--- config.mk ---
export PLATFORM = sky130hd
export DESIGN_NAME = nsc_parser
export DESIGN_NICKNAME = d
export VERILOG_FILES = /design/src/design/nsc_pkg.sv /design/src/design/nsc_parser.sv
export VERILOG_INCLUDE_DIRS = /design/src /design/src/design
export SDC_FILE = /design/constraint.sdc
export NUM_CORES = 1
export LEC_CHECK = 0
export BUFFER_PORTS_ARGS = -buffer_cell sky130_fd_sc_hd__buf_2
export CAP_MARGIN = 20
export CORE_MARGIN = 1
export CORE_UTILIZATION = 54
export CTS_BUF_LIST = sky130_fd_sc_hd__clkbuf_4
export CTS_CLUSTER_DIAMETER = 60
export CTS_CLUSTER_SIZE = 16
export DETAILED_ROUTE_END_ITERATION = 16
export GPL_TIMING_DRIVEN = 0
export HOLD_SLACK_MARGIN = 0.02
export PLACE_DENSITY_LB_ADDON = 0.25
export SETUP_SLACK_MARGIN = 0.05
export SKIP_CTS_REPAIR_TIMING = 1
export SYNTH_ARGS = -nofsm -noshare
export SYNTH_HDL_FRONTEND = slang
export SYNTH_SLANG_ARGS = --single-unit
export TNS_END_PERCENT = 20
--- constraint.sdc ---
create_clock -name clk -period 2.1 [get_ports clk]
set_input_delay 0.21 -clock clk [delete_from_list [all_inputs] [get_ports clk]]
set_output_delay 0.21 -clock clk [all_outputs]
set_load 0.01 [all_outputs]
--- src/design/nmea_sentence_checker_defines.svh ---
// Assertion macros shared by the NMEA sentence checker RTL.
`ifndef NMEA_SENTENCE_CHECKER_DEFINES_SVH
`define NMEA_SENTENCE_CHECKER_DEFINES_SVH

// Concurrent assertion on an explicit clock and active-low reset.
`define NSC_ASSERT_CLK(label, clock, resetn, prop, msg) \
    label: assert property (@(posedge clock) disable iff (!resetn) prop) else $error(msg);

// Same, on the block's own clk and rst_n.
`define NSC_ASSERT(label, prop, msg) \
    `NSC_ASSERT_CLK(label, clk, rst_n, prop, msg)

`endif

--- src/design/nsc_pkg.sv ---
// Package: types and constants of the NMEA sentence checker.
`timescale 1ns / 1ps

package nsc_pkg;

    localparam logic [7:0] CH_DOLLAR = 8'h24;
    localparam logic [7:0] CH_STAR   = 8'h2A;
    localparam logic [7:0] CH_LF     = 8'h0A;
    localparam logic [7:0] CH_A      = 8'h41;

    localparam int NAME_COUNT = 5;
    localparam int NAME_CHARS = 5;

    localparam logic [7:0] NAME_END_POS    = 8'd6;
    localparam logic [7:0] GSV_PART_OFFSET = 8'd9;
    localparam logic [7:0] STATUS_OFFSET   = 8'd18;
    localparam logic [7:0] POS_MAX         = 8'd255;
    localparam logic [7:0] MAX_LEN_RESET   = 8'd83;

    // Sentence type codes
    localparam logic [2:0] TYPE_UNKNOWN = 3'd0;
    localparam logic [2:0] TYPE_RMC     = 3'd1;
    localparam logic [2:0] TYPE_VTG     = 3'd2;
    localparam logic [2:0] TYPE_GGA     = 3'd3;
    localparam logic [2:0] TYPE_GSA     = 3'd4;
    localparam logic [2:0] TYPE_GSV     = 3'd5;

    // Config register index (byte address / 4)
    localparam logic REG_MAX_LEN = 1'b0;

    // Name table: [name][char], names in order RMC VTG GGA GSA GSV
    localparam logic [NAME_COUNT-1:0][NAME_CHARS-1:0][7:0] NAME_TAB = '{
        '{8'h56, 8'h53, 8'h47, 8'h50, 8'h47},  // GPGSV (index 4)
        '{8'h41, 8'h53, 8'h47, 8'h50, 8'h47},  // GPGSA
        '{8'h41, 8'h47, 8'h47, 8'h50, 8'h47},  // GPGGA
        '{8'h47, 8'h54, 8'h56, 8'h50, 8'h47},  // GPVTG
        '{8'h43, 8'h4D, 8'h52, 8'h50, 8'h47}   // GPRMC (index 0)
    };

    typedef enum logic [1:0] {
        PH_BEFORE_STAR,
        PH_HEX_HI,
        PH_HEX_LO,
        PH_DONE
    } phase_t;

    typedef struct packed {
        logic       valid;
        logic [7:0] data;
    } nsc_byte_t;

    typedef struct packed {
        logic       valid;
        logic [2:0] sentence_type;
        logic       checksum_ok;
        logic [3:0] gsv_part;
        logic       fix_valid;
        logic [7:0] sentence_length;
        logic       too_long;
    } nsc_result_t;

    // Uppercase hex digit value; anything else reads as 0
    function automatic logic [3:0] hex_value(input logic [7:0] c);
        logic [3:0] v;
        v = 4'd0;
        if (c >= 8'h30 && c <= 8'h39)
        begin
            v = c[3:0];
        end
        else if (c >= 8'h41 && c <= 8'h46)
        begin
            v = c[3:0] + 4'd9;
        end
        return v;
    endfunction

endpackage

--- src/design/nsc_parser.sv ---
// Sentence parser: per-byte state update and result build.
`timescale 1ns / 1ps
`include "nmea_sentence_checker_defines.svh"

module nsc_parser
(
    input  logic                 clk,
    input  logic                 rst_n,
    input  logic                 advance,
    input  logic [7:0]           rx_data,
    input  logic [7:0]           max_len,
    output nsc_pkg::nsc_result_t result
);

    logic                                in_sent_reg, in_sent_next;
    logic [7:0]                          pos_reg, pos_next;
    logic [7:0]                          xor_reg, xor_next;
    logic [nsc_pkg::NAME_COUNT-1:0]      cand_reg, cand_next;
    nsc_pkg::phase_t                     phase_reg, phase_next;
    logic [7:0]                          rsum_reg, rsum_next;
    logic [3:0]                          part_reg, part_next;
    logic                                status_reg, status_next;
    logic [2:0]                          col;
    logic [2:0]                          kind;

    assign col = pos_reg[2:0] - 3'd1;

    // Next state
    always_comb
    begin
        in_sent_next = in_sent_reg;
        pos_next     = pos_reg;
        xor_next     = xor_reg;
        cand_next    = cand_reg;
        phase_next   = phase_reg;
        rsum_next    = rsum_reg;
        part_next    = part_reg;
        status_next  = status_reg;
        if (advance)
        begin
            if (rx_data == nsc_pkg::CH_DOLLAR)
            begin
                in_sent_next = 1'b1;
                pos_next     = 8'd1;
                xor_next     = 8'd0;
                cand_next    = '1;
                phase_next   = nsc_pkg::PH_BEFORE_STAR;
                rsum_next    = 8'd0;
                part_next    = 4'd0;
                status_next  = 1'b0;
            end
            else if (in_sent_reg)
            begin
                if (rx_data == nsc_pkg::CH_LF)
                begin
                    in_sent_next = 1'b0;
                end
                else
                begin
                    if (pos_reg >= 8'd1 && pos_reg < nsc_pkg::NAME_END_POS)
                    begin
                        for (int k = 0; k < nsc_pkg::NAME_COUNT; k++)
                        begin
                            if (rx_data != nsc_pkg::NAME_TAB[k][col])
                            begin
                                cand_next[k] = 1'b0;
                            end
                        end
                    end
                    if (pos_reg == nsc_pkg::GSV_PART_OFFSET)
                    begin
                        part_next = (rx_data >= 8'h30 && rx_data <= 8'h39) ?
                                    rx_data[3:0] : 4'd0;
                    end
                    if (pos_reg == nsc_pkg::STATUS_OFFSET)
                    begin
                        status_next = (rx_data == nsc_pkg::CH_A);
                    end
                    unique case (phase_reg)
                        nsc_pkg::PH_BEFORE_STAR:
                        begin
                            if (rx_data == nsc_pkg::CH_STAR)
                            begin
                                phase_next = nsc_pkg::PH_HEX_HI;
                            end
                            else
                            begin
                                xor_next = xor_reg ^ rx_data;
                            end
                        end
                        nsc_pkg::PH_HEX_HI:
                        begin
                            rsum_next  = {nsc_pkg::hex_value(rx_data), 4'd0};
                            phase_next = nsc_pkg::PH_HEX_LO;
                        end
                        nsc_pkg::PH_HEX_LO:
                        begin
                            rsum_next  = {rsum_reg[7:4], nsc_pkg::hex_value(rx_data)};
                            phase_next = nsc_pkg::PH_DONE;
                        end
                        default:
                        begin
                            phase_next = phase_reg;
                        end
                    endcase
                    pos_next = (pos_reg != nsc_pkg::POS_MAX) ? pos_reg + 8'd1 : pos_reg;
                end
            end
        end
    end

    // Result on newline inside a sentence; lowest matching name wins
    always_comb
    begin
        kind = nsc_pkg::TYPE_UNKNOWN;
        if (pos_reg >= nsc_pkg::NAME_END_POS)
        begin
            for (int k = nsc_pkg::NAME_COUNT - 1; k >= 0; k--)
            begin
                if (cand_reg[k])
                begin
                    kind = 3'(k + 1);
                end
            end
        end
        result.valid           = advance && in_sent_reg && (rx_data == nsc_pkg::CH_LF);
        result.sentence_type   = kind;
        result.checksum_ok     = (phase_reg != nsc_pkg::PH_BEFORE_STAR) &&
                                 (xor_reg == rsum_reg);
        result.gsv_part        = (kind == nsc_pkg::TYPE_GSV) ? part_reg : 4'd0;
        result.fix_valid       = (kind == nsc_pkg::TYPE_RMC) && status_reg;
        result.sentence_length = pos_reg;
        result.too_long        = (pos_reg >= max_len);
    end

    always_ff @(posedge clk or negedge rst_n)
    begin
        if (!rst_n)
        begin
            in_sent_reg <= 1'b0;
            pos_reg     <= 8'd0;
            xor_reg     <= 8'd0;
            cand_reg    <= '1;
            phase_reg   <= nsc_pkg::PH_BEFORE_STAR;
            rsum_reg    <= 8'd0;
            part_reg    <= 4'd0;
            status_reg  <= 1'b0;
        end
        else
        begin
            in_sent_reg <= in_sent_next;
            pos_reg     <= pos_next;
            xor_reg     <= xor_next;
            cand_reg    <= cand_next;
            phase_reg   <= phase_next;
            rsum_reg    <= rsum_next;
            part_reg    <= part_next;
            status_reg  <= status_next;
        end
    end

    `NSC_ASSERT(a_pos_in_sentence, in_sent_reg |-> pos_reg != 8'd0, "position zero inside sentence")

endmodule

==> out/metrics.cfg <==
[timing]
final.min_clock_period_ns=2.44
fin_ws_ns=-0.339
slew_headroom_pct=45.3
grt_setup_unrepaired=yes
min_period_over_period_pct=116
setup_violations_final=14
worstMarginPinSlew_ns=0.820
fmax_mhz=410
hold_viol_final=0
finalClockSkew_ns=0.00608
number_of_max_slew_violations_in_the_final_report=0

[drt]
drc_errors=0
first_iter_violations=268
wl_met2_mm=3.72
m1WireLength_mm=3.47
detail_route.wl_per_cell_um=16.6
route.antenna.remaining_nets=0
post_drt_via_cell_ratio=6.02
wl_met3_um=461
drt-total-wl_mm=7.76
firstDrtPassIters=4
route.top_layer_used=met4
via_count_of_the_routed_design=2825

[synthesis]
synthesis.nets=385
synth_most_common_cell=nand2_1
seq_area_frac_synth_pct=32.0
synth_seq_cells=37
syn_area_um2=2910
post_synth_inst_count=344
synth-warning-count=0
fraction_of_post_synthesis_cell_area_in_the_top_cell_type_by_area_pct=27.5
edff_count_synth=0
ys_top_cells_by_count=nand2_1, dfrtp_1, o21ai_0, a21oi_1, nor2_1
asyncSetResetFlopFracSynth_pct=100
leading_cell_types_by_total_area_after_synthesis=dfrtp_1, ha_1, o21ai_0
netlist-cell-type-count=59
avgSynthCellArea_um2=8.46
synthFlopType=dfrtp_1
synth_largest_area_cell=dfrtp_1

[setup_path]
worst-endpoint-required_ns=1.89
cp.arrival_ns=2.23
reg2regPathDepth=9
crit_path_max_fanout=5
element_type_at_the_critical_path_end=output pin
timing.setup.critical_path_class=flop to output pin
critical_path.startpoint_type=flop

[flow_run]
maxCapViolCount=0

[placement]
pre_cts_ws_ns=-0.530
port_buffers=37
detailed_placement_hpwl_mm=5.55
gp_congestion=0.948
dpl.cell_count=451

[grt]
grt_pass1_wl_mm=12.2
initial_antenna_violation_count=0
grt_remaining_overflow=0
grtUsageTotal_pct=28.3
vias_in_the_first_global_route=2526
grt_start_max_net_pins=38

[power]
report.power.total_mw=3.43
total_leakage_power_nw=1.51
p_per_area_nw_per_um2=982
vdd_ir_drop_max_mv=0.574

[die]
design.die.area_um2=5680
num_rows=26
io-pin-count=38
floorplan.initialDensity_pct=56.6
core_um2=5140
y_dimension_of_the_die_um=75.4
floorplan.die.width_um=75.4

[cts]
clkSlewWorstSetupHoldPaths_ns=0.11
cts_tree=yes
worstSkewPairLatency_ns=0.36
cts-root-buf=clkbuf_4
h-tree-depth=2
cts_made_buffers=5
cts.sink_count=37
cts_buffer_depth=2

[outcome]
violations=setup timing
outcome=complete, but fails checks

[layout]
fillCellCount=439
layoutNonFillerInstCount=469
fin_util_pct=68.0
final_net_count=439
antenna-diode-count=0
layout-area-overhead-vs-synth_pct=20.1
final_layout_size_suffix_gt1_share_pct=26.6

[hold_path]
holdCritPathClass=input pin to flop
timing.hold.worst_path_depth=2

[power breakdown]
group          switching [mW]  internal, mW
Sequential              0.207         0.885
Clock                   0.254         0.127
Combinational            1.07         0.891
[cell families (layout without fill, tap and decap cells)]
| group | Yosys count | in the layout | share of synthesized area [%] |
|---|---|---|---|
| buffers and inverters | 36 | 91 | 4.90 |
| adder cells (fa/ha/maj) | 22 | 22 | 9.46 |
| AO/OA/AOI/OAI | 94 | 94 | 21.5 |
| AND/OR/NAND/NOR | 135 | 135 | 25.7 |
| multiplexers | 6 | 6 | 2.19 |
| XOR/XNOR | 14 | 14 | 4.22 |
| flip-flops | 37 | 37 | 32.0 |
[per-stage QoR]
stage               setup TNS [ns]  instance area [um2]  hold slack, ns
floorplan                        0                 2920         -0.0856
global placement            -12.30                 3190           0.358
detailed placement          -13.37                 3190           0.361
CTS                          -7.41                 3240         -0.0397
global route                 -3.58                 3490           0.132
finish                       -2.32                 3490           0.138
[metal layers]
| layer | vias to the layer above | GRT usage, % |
|---|---|---|
| met2 | 90 | 47.0 |
| met3 | 12 | 3.97 |
| li1 | 1358 | - |
| met1 | 1365 | 39.5 |
| met5 | - | 0 |
| met4 | 0 | 6.17 |
[cells in the final DEF (no fill, tap or decap), drive strengths merged, types with 3 or more instances in the layout]
cell	count
mux2	3
clkbuf	13
mux2i	3
xnor2	11
nor4	3
ha	22
dfstp	5
inv	20
dfrtp	32
or4	3
nor2b	5
o21bai	3
o21ai	28
o21a	3
a21oi	25
a32o	11
nand4	3
nand3	7
nand4b	3
o211ai	3
nor3	13
or3	5
buf	54
nor2	23
nor3b	8
and2	8
and3	3
nand2	35
nand2b	5
o31ai	4
xor2	3
[worst max-delay path, cell delays in order (launching register included)]
cell	delay (ns)
dfrtp_1	0.45
buf_6	0.15
clkinvlp_4	0.09
ha_4	0.16
o21ai_2	0.06
and3b_2	0.25
nor4_4	0.17
and3_4	0.27
and2_1	0.13
buf_2	0.12
[cell type report]
| cell class | instances | area [um2] | share of cell area [%] |
|---|---|---|---|
| buffer | 16 | 86.3 | 2.47 |
| clock buffer | 5 | 37.5 | 1.07 |
| clock inverter | 3 | 16.3 | 0.465 |
| inverter | 20 | 81.3 | 2.33 |
| multi-input combinational | 271 | 1980 | 56.7 |
| sequential | 37 | 936 | 26.8 |
| tap | 70 | 87.6 | 2.51 |
| timing repair buffer | 47 | 269 | 7.70 |
[worst paths after layout]
kind | slack (ns) | end | start
worst max-delay path | -0.34 | result[10] | pos_reg[0]$_DFFE_PN0P_
worst min-delay path | 0.14 | in_sent_reg$_DFFE_PN0P_ | advance
worst max register to register | -0.14 | cand_reg[2]$_DFFE_PN1P_ | pos_reg[0]$_DFFE_PN0P_
worst min register to register | 0.52 | rsum_reg[6]$_DFFE_PN0P_ | rsum_reg[6]$_DFFE_PN0P_
max in group asynchronous | 1.05 | pos_reg[2]$_DFFE_PN0P_ | rst_n
min in group asynchronous | 0.47 | xor_reg[6]$_DFFE_PN0P_ | rst_n
No activity file was read; power rests on OpenSTA's default activity.
